==> src/design/assert_macros.svh <==
// ----------------------------------------------------------------------------
// Assertion macros
// Shared concurrent assertion forms for the line editor modules.
// ----------------------------------------------------------------------------
`ifndef ASSERT_MACROS_SVH
`define ASSERT_MACROS_SVH

// Property that must hold at every clock edge outside reset.
`define TLE_ASSERT(label, prop, msg) \
	label: assert property (@(posedge clk) disable iff (!arst_n) (prop)) \
		else $error(msg);

// Condition in one cycle that requires another in the following cycle.
`define TLE_ASSERT_NEXT(label, ante, cons, msg) \
	label: assert property (@(posedge clk) disable iff (!arst_n) (ante) |=> (cons)) \
		else $error(msg);

`endif

==> src/design/tle_pkg.sv <==
// ----------------------------------------------------------------------------
// Line editor package
// Types, character codes and sizes shared by the terminal line editor.
// ----------------------------------------------------------------------------
package tle_pkg;

	localparam int LINE_CAPACITY = 256;
	localparam int ADDR_W        = $clog2(LINE_CAPACITY);
	localparam int ERS_W         = 4;

	typedef logic [ADDR_W-1:0] addr_t;

	localparam logic [7:0] CH_NUL    = 8'h00;
	localparam logic [7:0] CH_ETX    = 8'h03;
	localparam logic [7:0] CH_BEL    = 8'h07;
	localparam logic [7:0] CH_BS     = 8'h08;
	localparam logic [7:0] CH_LF     = 8'h0A;
	localparam logic [7:0] CH_CR     = 8'h0D;
	localparam logic [7:0] CH_DLE    = 8'h10;
	localparam logic [7:0] CH_DC1    = 8'h11;
	localparam logic [7:0] CH_NAK    = 8'h15;
	localparam logic [7:0] CH_ESC    = 8'h1B;
	localparam logic [7:0] CH_SP     = 8'h20;
	localparam logic [7:0] CH_UP     = 8'h41;
	localparam logic [7:0] CH_DOWN   = 8'h42;
	localparam logic [7:0] CH_RIGHT  = 8'h43;
	localparam logic [7:0] CH_LEFT   = 8'h44;
	localparam logic [7:0] CH_LBRACK = 8'h5B;
	localparam logic [7:0] CH_DEL    = 8'h7F;

	// Erase bytes in one erase group and in the control-byte prefix.
	localparam logic [ERS_W-1:0] ERS_GROUP = ERS_W'(3);
	localparam logic [ERS_W-1:0] ERS_CTRL  = ERS_W'(6);

	typedef enum logic [1:0] {
		KIND_ECHO  = 2'd0,
		KIND_DONE  = 2'd1,
		KIND_ABORT = 2'd2,
		KIND_READ  = 2'd3
	} kind_t;

	typedef enum logic [1:0] {
		ESC_IDLE    = 2'd0,
		ESC_SEEN    = 2'd1,
		ESC_BRACKET = 2'd2
	} esc_t;

	typedef enum logic [2:0] {
		TAIL_NONE,
		TAIL_ABORT,
		TAIL_LINE,
		TAIL_BELL,
		TAIL_READ
	} tail_t;

	// Result plan of one item: erase bytes first, then the tail results.
	typedef struct packed {
		logic [ERS_W-1:0] ers;
		tail_t            tail;
		logic [7:0]       len;
		logic             rd_ok;
	} plan_t;

	typedef struct packed {
		logic       we;
		addr_t      addr;
		logic [7:0] data;
	} ram_wr_t;

	typedef struct packed {
		logic  re;
		addr_t addr;
	} ram_rd_t;

endpackage

==> src/design/tle_if.sv <==
// ----------------------------------------------------------------------------
// Line editor channels
// Valid/ready channels for key items and for result items.
// ----------------------------------------------------------------------------
interface tle_in_if;
	logic       valid;
	logic       ready;
	logic       opcode;
	logic [7:0] key_byte;
	logic [7:0] read_index;

	modport source (output valid, opcode, key_byte, read_index, input ready);
	modport sink (input valid, opcode, key_byte, read_index, output ready);
endinterface

interface tle_out_if;
	logic       valid;
	logic       ready;
	logic [1:0] kind;
	logic [7:0] value;
	logic       last;

	modport source (output valid, kind, value, last, input ready);
	modport sink (input valid, kind, value, last, output ready);
endinterface

==> src/design/tle_ram.sv <==
// ----------------------------------------------------------------------------
// Generic RAM
// One write port and one read port with registered read data.
// ----------------------------------------------------------------------------
module tle_ram #(
	parameter int WIDTH = 8,
	parameter int DEPTH = 256
) (
	input  logic                     clk,
	input  logic                     we,
	input  logic [$clog2(DEPTH)-1:0] waddr,
	input  logic [WIDTH-1:0]         wdata,
	input  logic                     re,
	input  logic [$clog2(DEPTH)-1:0] raddr,
	output logic [WIDTH-1:0]         rdata
);

	logic [WIDTH-1:0] mem_q [DEPTH];

	always_ff @(posedge clk) begin
		if (we) begin
			mem_q[waddr] <= wdata;
		end
		if (re) begin
			rdata <= mem_q[raddr];
		end
	end

endmodule

==> src/design/tle_editor.sv <==
// ----------------------------------------------------------------------------
// Line editor state and key decoder
// Holds the fill count and escape phase and turns one item into a result plan.
// ----------------------------------------------------------------------------
`include "assert_macros.svh"

module tle_editor import tle_pkg::*; (
	input  logic       clk,
	input  logic       arst_n,
	input  logic       commit,
	input  logic       op,
	input  logic [7:0] key,
	input  logic [7:0] idx,
	output plan_t      plan,
	output ram_wr_t    wr,
	output ram_rd_t    rd
);

	addr_t      cnt_q, cnt_d;
	esc_t       phase_q, phase_d;
	logic [7:0] c2;
	logic       stop;
	logic       we_raw, re_raw;

	always_comb begin
		plan    = '{ers: '0, tail: TAIL_NONE, len: '0, rd_ok: 1'b0};
		cnt_d   = cnt_q;
		phase_d = phase_q;
		c2      = key;
		stop    = 1'b0;
		we_raw  = 1'b0;
		re_raw  = 1'b0;
		wr.addr = cnt_q;
		wr.data = key;
		rd.addr = ADDR_W'(idx);

		if (op) begin
			plan.tail  = TAIL_READ;
			plan.rd_ok = (32'(idx) < 32'(LINE_CAPACITY));
			re_raw     = 1'b1;
		end else begin
			// Bytes below space and with the top bit set echo two erase groups.
			if (key < CH_SP || key[7]) begin
				plan.ers = ERS_CTRL;
			end

			unique case (phase_q)
				ESC_SEEN: begin
					if (key == CH_LBRACK) begin
						plan.ers = plan.ers + ERS_GROUP;
						phase_d  = ESC_BRACKET;
						stop     = 1'b1;
					end
				end
				ESC_BRACKET: begin
					plan.ers = plan.ers + ERS_GROUP;
					phase_d  = ESC_IDLE;
					if (key == CH_UP || key == CH_DOWN || key == CH_RIGHT) begin
						c2 = CH_DLE;
					end else if (key == CH_LEFT) begin
						c2 = CH_DC1;
					end
				end
				ESC_IDLE: begin
				end
				default: begin
					phase_d = ESC_IDLE;
				end
			endcase

			if (!stop) begin
				unique case (c2) inside
					CH_ESC: begin
						phase_d = ESC_SEEN;
					end
					CH_NUL, CH_NAK, CH_DLE, CH_DC1: begin
					end
					CH_ETX: begin
						we_raw    = 1'b1;
						wr.addr   = '0;
						wr.data   = '0;
						plan.tail = TAIL_ABORT;
						cnt_d     = '0;
						phase_d   = ESC_IDLE;
					end
					CH_CR, CH_LF: begin
						we_raw    = 1'b1;
						wr.data   = '0;
						plan.tail = TAIL_LINE;
						plan.len  = 8'(cnt_q);
						cnt_d     = '0;
						phase_d   = ESC_IDLE;
					end
					CH_BS, CH_DEL: begin
						if (cnt_q != '0) begin
							cnt_d = cnt_q - 1'b1;
						end
						plan.ers = plan.ers + ERS_GROUP;
					end
					default: begin
						if (cnt_q < ADDR_W'(LINE_CAPACITY - 2)) begin
							we_raw = 1'b1;
							cnt_d  = cnt_q + 1'b1;
						end else begin
							plan.tail = TAIL_BELL;
						end
					end
				endcase
			end
		end

		wr.we = we_raw & commit;
		rd.re = re_raw & commit;
	end

	always_ff @(posedge clk or negedge arst_n) begin
		if (!arst_n) begin
			cnt_q   <= '0;
			phase_q <= ESC_IDLE;
		end else if (commit) begin
			cnt_q   <= cnt_d;
			phase_q <= phase_d;
		end
	end

	`TLE_ASSERT(a_cnt_range, cnt_q <= ADDR_W'(LINE_CAPACITY - 2), "fill count beyond store limit")
	`TLE_ASSERT_NEXT(a_line_clears, commit && (plan.tail == TAIL_LINE || plan.tail == TAIL_ABORT),
		cnt_q == '0 && phase_q == ESC_IDLE, "line end did not clear editor state")

endmodule

==> src/design/tle_seq.sv <==
// ----------------------------------------------------------------------------
// Result sequencer
// Plays out one item's result plan, one transfer per cycle when not stalled.
// ----------------------------------------------------------------------------
`include "assert_macros.svh"

module tle_seq import tle_pkg::*; (
	input  logic       clk,
	input  logic       arst_n,
	input  logic       load,
	input  plan_t      plan,
	input  logic [7:0] rdata,
	output logic       free,
	tle_out_if.source  res
);

	logic [ERS_W-1:0] ers_q;
	logic [1:0]       grp_q;
	logic [1:0]       tpos_q;
	tail_t            tail_q;
	logic [7:0]       len_q;
	logic             rd_ok_q;
	logic             busy, is_final, xfer;

	assign busy     = (ers_q != '0) || (tail_q != TAIL_NONE);
	assign is_final = (ers_q == ERS_W'(1) && tail_q == TAIL_NONE) ||
	                  (ers_q == '0 && (tail_q != TAIL_LINE || tpos_q == 2'd2));
	assign xfer     = res.valid && res.ready;
	assign free     = !busy || (xfer && is_final);

	always_comb begin
		res.valid = busy;
		res.last  = is_final;
		res.kind  = KIND_ECHO;
		res.value = CH_BS;
		if (ers_q != '0) begin
			res.value = (grp_q == 2'd1) ? CH_SP : CH_BS;
		end else begin
			case (tail_q)
				TAIL_ABORT: begin
					res.kind  = KIND_ABORT;
					res.value = '0;
				end
				TAIL_BELL: begin
					res.value = CH_BEL;
				end
				TAIL_READ: begin
					res.kind  = KIND_READ;
					res.value = rd_ok_q ? rdata : '0;
				end
				TAIL_LINE: begin
					if (tpos_q == 2'd0) begin
						res.value = CH_CR;
					end else if (tpos_q == 2'd1) begin
						res.value = CH_LF;
					end else begin
						res.kind  = KIND_DONE;
						res.value = len_q;
					end
				end
				default: begin
				end
			endcase
		end
	end

	always_ff @(posedge clk or negedge arst_n) begin
		if (!arst_n) begin
			ers_q  <= '0;
			grp_q  <= '0;
			tpos_q <= '0;
			tail_q <= TAIL_NONE;
		end else if (load) begin
			ers_q  <= plan.ers;
			grp_q  <= '0;
			tpos_q <= '0;
			tail_q <= plan.tail;
		end else if (xfer) begin
			if (ers_q != '0) begin
				ers_q <= ers_q - 1'b1;
				grp_q <= (grp_q == 2'd2) ? 2'd0 : grp_q + 1'b1;
			end else if (tail_q == TAIL_LINE && tpos_q != 2'd2) begin
				tpos_q <= tpos_q + 1'b1;
			end else begin
				tail_q <= TAIL_NONE;
			end
		end
	end

	always_ff @(posedge clk) begin
		if (load) begin
			len_q   <= plan.len;
			rd_ok_q <= plan.rd_ok;
		end
	end

	`TLE_ASSERT_NEXT(a_idle_after_last, xfer && is_final && !load, !busy,
		"sequencer still busy after final transfer")
	`TLE_ASSERT(a_grp_range, grp_q != 2'd3 && tpos_q != 2'd3, "erase or tail position out of range")

endmodule

==> src/design/terminal_line_editor_core.sv <==
// ----------------------------------------------------------------------------
// Terminal line editor core
// Raw key bytes in; echo bytes, line events and stored line bytes out.
// ----------------------------------------------------------------------------
// Usage. Items arrive on the keys channel: with opcode low the key_byte is a
// raw terminal byte, with opcode high read_index selects a stored line byte.
// Each item produces between zero and twelve result transfers on the results
// channel (echo bytes, a line-done or abort event, or read data), and the
// last of them carries last high. An item that produces nothing vanishes.
// An accepted item waits in the input register until the result sequencer is
// free; the sequencer then loads its plan and offers its first result, and
// further results of the same item follow one per cycle while the receiver
// is ready. Throughput is one item per cycle for items with a single result
// while the receiver is ready, as the sequencer emits one transfer per cycle.
// The next item is taken into the input register while the present one is
// still emitting, and its state update and store write happen the moment
// the sequencer takes it over.
// Reset clears the fill count, the escape phase and both pipeline stages;
// the line store itself is not cleared, and reading an entry never written
// yields an undefined byte. When the receiver stalls, the current result is
// held and the input register fills, after which keys.ready drops.
// ----------------------------------------------------------------------------
module terminal_line_editor_core import tle_pkg::*; (
	input  logic      clk,
	input  logic      arst_n,
	tle_in_if.sink    keys,
	tle_out_if.source results
);

	logic       vld_s1;
	logic       op_s1;
	logic [7:0] key_s1;
	logic [7:0] idx_s1;
	logic       free;
	logic       commit;
	plan_t      plan;
	ram_wr_t    wr;
	ram_rd_t    rd;
	logic [7:0] rdata;

	// The input register is free when empty or when its item moves on now.
	assign keys.ready = !vld_s1 || free;
	assign commit     = vld_s1 && free;

	always_ff @(posedge clk or negedge arst_n) begin
		if (!arst_n) begin
			vld_s1 <= 1'b0;
		end else if (keys.ready) begin
			vld_s1 <= keys.valid;
		end
	end

	always_ff @(posedge clk) begin
		if (keys.ready && keys.valid) begin
			op_s1  <= keys.opcode;
			key_s1 <= keys.key_byte;
			idx_s1 <= keys.read_index;
		end
	end

	// Editor state advances, and the store is written or read, on commit.
	tle_editor u_editor (
		.clk    (clk),
		.arst_n (arst_n),
		.commit (commit),
		.op     (op_s1),
		.key    (key_s1),
		.idx    (idx_s1),
		.plan   (plan),
		.wr     (wr),
		.rd     (rd)
	);

	// The read data register only changes when a read item is committed, so
	// it holds steady for as long as that item's result waits.
	tle_ram #(
		.WIDTH (8),
		.DEPTH (LINE_CAPACITY)
	) u_store (
		.clk   (clk),
		.we    (wr.we),
		.waddr (wr.addr),
		.wdata (wr.data),
		.re    (rd.re),
		.raddr (rd.addr),
		.rdata (rdata)
	);

	tle_seq u_seq (
		.clk    (clk),
		.arst_n (arst_n),
		.load   (commit),
		.plan   (plan),
		.rdata  (rdata),
		.free   (free),
		.res    (results)
	);

	`TLE_ASSERT_NEXT(a_s1_held, vld_s1 && !commit, vld_s1 && $stable(key_s1) && $stable(op_s1),
		"waiting input item lost or changed")

endmodule

==> src/flat_wrapper.sv <==
// flat-port wrapper written by rule: the top's interface ports become plain ports
module terminal_line_editor_core_flat import tle_pkg::*;
  (clk, arst_n, keys_valid, keys_opcode, keys_key_byte, keys_read_index, keys_ready, results_valid, results_kind, results_value, results_last, results_ready);
  tle_in_if keys_i ();
  tle_out_if results_i ();
  input  logic clk;
  input  logic arst_n;
  input wire logic [$bits(keys_i.valid)-1:0] keys_valid;
  input wire logic [$bits(keys_i.opcode)-1:0] keys_opcode;
  input wire logic [$bits(keys_i.key_byte)-1:0] keys_key_byte;
  input wire logic [$bits(keys_i.read_index)-1:0] keys_read_index;
  output wire logic [$bits(keys_i.ready)-1:0] keys_ready;
  output wire logic [$bits(results_i.valid)-1:0] results_valid;
  output wire logic [$bits(results_i.kind)-1:0] results_kind;
  output wire logic [$bits(results_i.value)-1:0] results_value;
  output wire logic [$bits(results_i.last)-1:0] results_last;
  input wire logic [$bits(results_i.ready)-1:0] results_ready;
  assign keys_i.valid = keys_valid;
  assign keys_i.opcode = keys_opcode;
  assign keys_i.key_byte = keys_key_byte;
  assign keys_i.read_index = keys_read_index;
  assign keys_ready = keys_i.ready;
  assign results_valid = results_i.valid;
  assign results_kind = results_i.kind;
  assign results_value = results_i.value;
  assign results_last = results_i.last;
  assign results_i.ready = results_ready;
  terminal_line_editor_core u_core (.clk(clk), .arst_n(arst_n), .keys(keys_i), .results(results_i));
endmodule
==> config.mk <==
export PLATFORM = sky130hd
export DESIGN_NAME = terminal_line_editor_core_flat
export DESIGN_NICKNAME = d
export VERILOG_FILES = /design/src/design/tle_pkg.sv /design/src/design/tle_if.sv /design/src/design/tle_ram.sv /design/src/design/tle_editor.sv /design/src/design/tle_seq.sv /design/src/design/terminal_line_editor_core.sv /design/src/flat_wrapper.sv
export VERILOG_INCLUDE_DIRS = /design/src /design/src/design
export SDC_FILE = /design/constraint.sdc
export NUM_CORES = 2
export LEC_CHECK = 0
export BUFFER_PORTS_ARGS = -buffer_cell sky130_fd_sc_hd__buf_2
export CAP_MARGIN = 10
export CORE_ASPECT_RATIO = 1.75
export CORE_MARGIN = 2
export CORE_UTILIZATION = 38
export CTS_CLUSTER_DIAMETER = 60
export DETAILED_ROUTE_END_ITERATION = 16
export PLACE_DENSITY = 0.64
export SLEW_MARGIN = 25
export SYNTH_ARGS = -nofsm -noshare
export SYNTH_HDL_FRONTEND = slang
export SYNTH_SLANG_ARGS = --single-unit
==> constraint.sdc <==
create_clock -name clk -period 12.9 [get_ports clk]
set_input_delay 0.645 -clock clk [delete_from_list [all_inputs] [get_ports clk]]
set_output_delay 0.645 -clock clk [all_outputs]
set_load 0.1 [all_outputs]
Word-level counts from Yosys, hierarchy flattened. Memories as Yosys holds them, arrays and structs flattened. A register that Yosys moved wholly into a read port is not among the register bits. Index checks and enable logic that the tools add are counted.

Add/sub/neg operators: 7. $lt $le $gt $ge: 2. Equality and inequality tests: 30. Muxes and demuxes: 62. Bitwise operators: 6. Reduce and logical (&&, ||, !) cells: 40.

Operators with widths (count): 8-bit two-way mux (13); 8-bit by 7-bit == test with 1-bit output (second input constant) (6); 8-bit by 5-bit == test with 1-bit output (second input constant) (4); 16-bit two-way mux (2); 4-bit two-way mux (8); 8-bit one-hot mux with 4 select lines (1); 8-bit by 4-bit == test with 1-bit output (second input constant) (3); 2-bit two-way mux (12); 8-bit one-hot mux with 3 select lines (1); 3-bit two-way mux (6); 15-bit two-way mux (1); 2-bit one-hot mux with 3 select lines (2); 1-bit two-way mux (11); 4-bit by 2-bit adder with 4-bit output (second input constant) (2); 8-bit by 1-bit adder with 8-bit output (second input constant) (1); 8-bit by 2-bit == test with 1-bit output (second input constant) (1); 8-bit zero test (1); 1-bit logical OR (8); 8-bit by 6-bit less-than comparator with 1-bit output (second input constant) (1); 8-bit less-than comparator (second input constant) (1); 2-bit one-hot mux with 2 select lines (2); 4-bit one-hot mux with 2 select lines (1); 8-bit nonzero test (1); 8-bit by 1-bit subtractor with 8-bit output (second input constant) (1); other kinds (30) (57).

Bits in registers: 48. RAM bits: 2048. Bits of input ports: 21. Output and inout port bits: 13. Word-level logic and storage cells: 160. Memories: 1.

Memory list: u_core.u_store.mem_q (depth 256, bits a word 8, read ports 1, clocked after Yosys merged registers in 1, write ports 1, line tle_ram.sv:18) `logic [WIDTH-1:0] mem_q [DEPTH];`.

Depth between registers and ports, before layout.
Depth in word-level cells: 14. Depth in mapped cells: 14. Depth with buffers taken out: 12.

Modules after synthesis. From an unflattened synthesis, not the netlist that was laid out.

Cell total of the unflattened synthesis: 4081. Area total of the unflattened synthesis: 83013.4 sq um.

Modules (own cells, without submodules): tle_ram (times used 1, cells each 3733, area each 79636.4 sq um, sequential area each 61739.2 sq um); tle_editor (times used 1, cells each 198, area each 1577.8 sq um, sequential area each 250.2 sq um); tle_seq (times used 1, cells each 128, area each 1228.7 sq um, sequential area each 545.5 sq um); terminal_line_editor_core (times used 1, cells each 22, area each 570.5 sq um, sequential area each 535.5 sq um).

Worst setup path after synthesis. Ideal clock, no wire load.

Path type: flip-flop to flip-flop. Start: register u_core.key_s1[1]. End: memory u_core.u_store.mem_q[0][0], data pin. Library setup time: 2217 ps. Arrival time: 11654 ps. Required time: 10683 ps. Setup slack: -971 ps. Stages on the path, launching flop included: 6. Path buffers: 1. Period minus slack after synthesis: 13871 ps. Path through: edfxtp_1 -> clkbuf_1 -> and3b_1 -> o211ai_1 -> nor2_1 -> nor3b_1.

RTL lines: start, declared (line terminal_line_editor_core.sv:32) `logic [7:0] key_s1;`; start signal, assigned (line terminal_line_editor_core.sv:56) `key_s1 <= keys.key_byte;`; end, declared (line tle_ram.sv:18).

Final worst setup path.
Start: register u_core.key_s1[6]. End: memory u_core.u_store.mem_q[172][2] (enable).

Cells in the longest elaborated chain, start to end: 14. Elaborated cells between the ends (all ways): 35. Those cells by class: eq/ne (14); mux (15); bitwise (1); reduce/logical (5).

RTL lines: 8-bit by 7-bit == test with 1-bit output (line tle_editor.sv:58) `if (key == CH_UP || key == CH_DOWN || key == CH_RIGHT) begin`; 1-bit logical OR (2 in series) (line tle_editor.sv:58); 8-bit two-way mux (line tle_editor.sv:58); 8-bit two-way mux (line tle_editor.sv:47) `unique case (phase_q)`; 8-bit two-way mux (line tle_editor.sv:37) `if (op) begin`; 8-bit by 5-bit == test with 1-bit output (no source line), or another cell as far along; 7-bit OR reduction (no source line) or 3-bit OR reduction (tied branches); 1-bit one-hot mux with 2 select lines (line tle_editor.sv:72) `unique case (c2) inside`; 1-bit two-way mux (line tle_editor.sv:71) `if (!stop) begin`; 1-bit two-way mux (line tle_editor.sv:37); 1-bit AND (line tle_editor.sv:112) `wr.we = we_raw & commit;`; 1-bit two-way mux (line tle_ram.sv:21) `if (we) begin`; 1-bit two-way mux (implied by the code) (line tle_ram.sv:22) `mem_q[waddr] <= wdata;`.

Several ways; a longest one is shown, not always the timed one. The select of a mux whose other input is x is not followed.

==> flow_summary.json <==
{
  "port_buffers": 33,
  "track_usage": 0.194,
  "dominantRegCellSynth": "edfxtp_1",
  "wl_per_cell_um": 30.5,
  "hold_viol": 0,
  "vias": 40300,
  "crit_chain": "buf_12, buf_4, or3b_1, or3b_2, a2111oi_0, o311a_1, o31ai_1, nand2_8, buf_4, nor3_1",
  "rsz0062_at_grt": "false",
  "die_area_um2": 221000,
  "min_path_cells": 1,
  "fmax_mhz": 179,
  "swShare": 0.277,
  "core_area_um2": 216000,
  "syn_nets": 3975,
  "initial_core_util": 0.382,
  "avgSynthCellArea_um2": 21.0,
  "min_path_type": "input pin to register",
  "cap_violations": 0,
  "leakage_uw": 0.0284,
  "layout-drive-gt1-share": 0.274,
  "cts_hold_buf": 17,
  "cts_tree": "done",
  "fin_worst_skew_ns": 0.0403,
  "yosysWarnings": 0,
  "crit_buf_inv": 3,
  "crit_type": "register to register",
  "grt_remaining_overflow": 0,
  "htreeDepth": 4,
  "cts_inserted_buffers": 172,
  "cp_max_fo": 141,
  "dpl.hpwl_mm": 134,
  "ys_seq_area_frac": 0.763,
  "boundaryPins": 34,
  "fin_nets": 4131,
  "antenna_found_initial": 6,
  "r2r_slack_ns": 7.30,
  "p_int_uw": 11700,
  "ir_drop_mv": 0.103,
  "reg2regPathDepth": 10,
  "clockRootBuffer": "clkbuf_16",
  "pre_cts_slack_ns": 7.30,
  "synth.distinct_cells": 67,
  "setup-violations-final": 0,
  "drt_wl_total_mm": 216,
  "dr.pass1.iters": 5,
  "clock-sinks": 2104,
  "worst_pin_slew_ns": 1.23,
  "syn_to_final_growth_pct": 13.0,
  "crit-reg2reg-capture": "u_core.u_store.mem_q[172][2]",
  "reg2reg_from": "u_core.key_s1[6]",
  "postSynthCellCount": 3936,
  "clkTransAtPathRegs_ns": 0.08,
  "grt_pass1_wl_mm": 307,
  "synth-edff-count": 2082,
  "slew_violations": 0,
  "drtIter0Drc": 4121,
  "cp_top_family": "buffers and inverters",
  "p_sw_uw": 4490,
  "final_cell_mix": "edfxtp_1 (2082), mux4_2 (523), buf_4 (186)",
  "layout_setup_ws_ns": 7.30,
  "relSlewSlack": 0.180,
  "rows": 226,
  "ant_nets": 0,
  "final_common_cell": "edfxtp_1",
  "crit_path_frequent_cell": "buf_4",
  "drc_errors": 0,
  "power.density_nw_per_um2": 173,
  "clkPwrFrac": 0.328,
  "cp.required_ns": 13.38,
  "crit_path_top_delay_cell": "buf_4",
  "min_period_over_period": 0.434,
  "pwr-share-seq": 0.492,
  "clock_latency_ns": 0.83,
  "min_from": "keys_read_index[1]",
  "fp.dieW_um": 356,
  "comb_power_share": 0.180,
  "clk_path_buf_depth": 4,
  "hold_ws_ns": 0.0343,
  "arrival_ns": 6.07,
  "cts_setup_buffers": 0,
  "chipHeight_um": 621,
  "grt_max_degree": 186,
  "fillers": 18200,
  "crit_path_start_kind": "register",
  "grt_pass1_vias": 42000,
  "post_cts_resize_count": 0,
  "critical-path-max-stage-delay_ns": 0.84,
  "gp_congestion": 0.848,
  "outcome": "finished clean",
  "worstHoldEndpoint": "u_core.idx_s1[1]",
  "synth-async-reset-ratio": 0.0105,
  "min_period_ns": 5.60,
  "synth-seq-cells": 2104,
  "cp-end-kind": "register",
  "synth_area_um2": 82600,
  "viasPerCell": 5.70
}
## through the flow
stage	utilization	TNS [ns]	total power, µW	std cells	instance area, µm²
final	0.431	0	16200	7074	93300
after global routing	0.431	0	16600	7073	93300
after CTS	0.429	0	16300	7068	92700
after detailed placement	0.402	0	11000	6748	87000
after global placement	0.402	0	11000	6748	86900
after floorplan	-	-497.22	9960	3936	82600
## metal layers
layer / global-route usage / share of wire / wire length, µm
met1: 0.212 / 0.34 / 73300
met2: 0.363 / 0.55 / 119000
met3: 0.0206 / 0.049 / 10600
met4: 0.105 / 0.056 / 12100
met5: 0 / 0.000060 / 13
## logic make-up (layout without fill, tap and decap cells)
group,count (synthesis),after routing,share of synthesized area
DFF,2104,2104,0.763
muxes,631,631,0.156
and+or+nand+nor,571,571,0.0355
AOI/OAI and AO/OA,318,318,0.0268
buffers and inverters,284,569,0.0148
adders and majority gates,18,18,0.00282
xor gates and xnor gates,10,10,0.00106
other,0,3,0
## power by group through the flow
stage                     clock, µW  combinational [µW]  sequential, µW
final                          5310                2910            7970
after global routing           5600                3040            7970
after CTS                      5380                2910            7970
after detailed placement          0                2900            8120
after global placement            0                2870            8120
after floorplan                   0                1760            8200
## how the worst max path moves through the flow
| stage | from | end | depth (start not counted) |
|---|---|---|---|
| detailed placement | u_core.key_s1[6] | u_core.u_store.mem_q[132][1] | 10 |
| CTS | u_core.key_s1[6] | u_core.u_store.mem_q[62][1] | 10 |
| global route | u_core.key_s1[6] | u_core.u_store.mem_q[165][2] | 10 |
| floorplan | u_core.key_s1[1] | u_core.u_store.mem_q[0][0] | 5 |
| global placement | u_core.key_s1[6] | u_core.u_store.mem_q[21][5] | 10 |
| finish | u_core.key_s1[6] | u_core.u_store.mem_q[172][2] | 10 |
## synthesized netlist by cell type (all sizes together), types with 21 or more instances
library cell	instances	area (µm²)
nand2	58	220
nor2b	21	131
nor2	67	251
a21oi	88	440
buf	116	589
mux2i	105	1050
mux4	523	11800
nor3	267	1340
a22oi	96	721
o221ai	30	263
clkbuf	154	578
edfxtp	2082	62500
nand3	50	250
dfrtp	22	551
## area by class of cell
cell class                      count  area (µm²)  area share
Antenna cell                        3        7.51   0.0000804
Multi-Input combinational cell   1548       19000       0.204
Inverter                           14        52.6    0.000563
Clock inverter                    105        1100      0.0118
Tap cell                         2850        3570      0.0382
Timing Repair Buffer              252        2070      0.0221
Clock buffer                      198        4470      0.0478
Sequential cell                  2104       63100       0.676
## state kept, by name, indices dropped and copies added (netlist names), 2 cells and up
register / flops
u_core.idx_s1: 8
u_core.key_s1: 8
u_core.u_editor.cnt_q: 8
u_core.u_editor.phase_q: 2
u_core.u_seq.ers_q: 4
u_core.u_seq.grp_q: 2
u_core.u_seq.len_q: 8
u_core.u_seq.tail_q: 3
u_core.u_seq.tpos_q: 2
u_core.u_store.mem_q: 2048
u_core.u_store.rdata: 8
(Power assumes the default switching activity.)
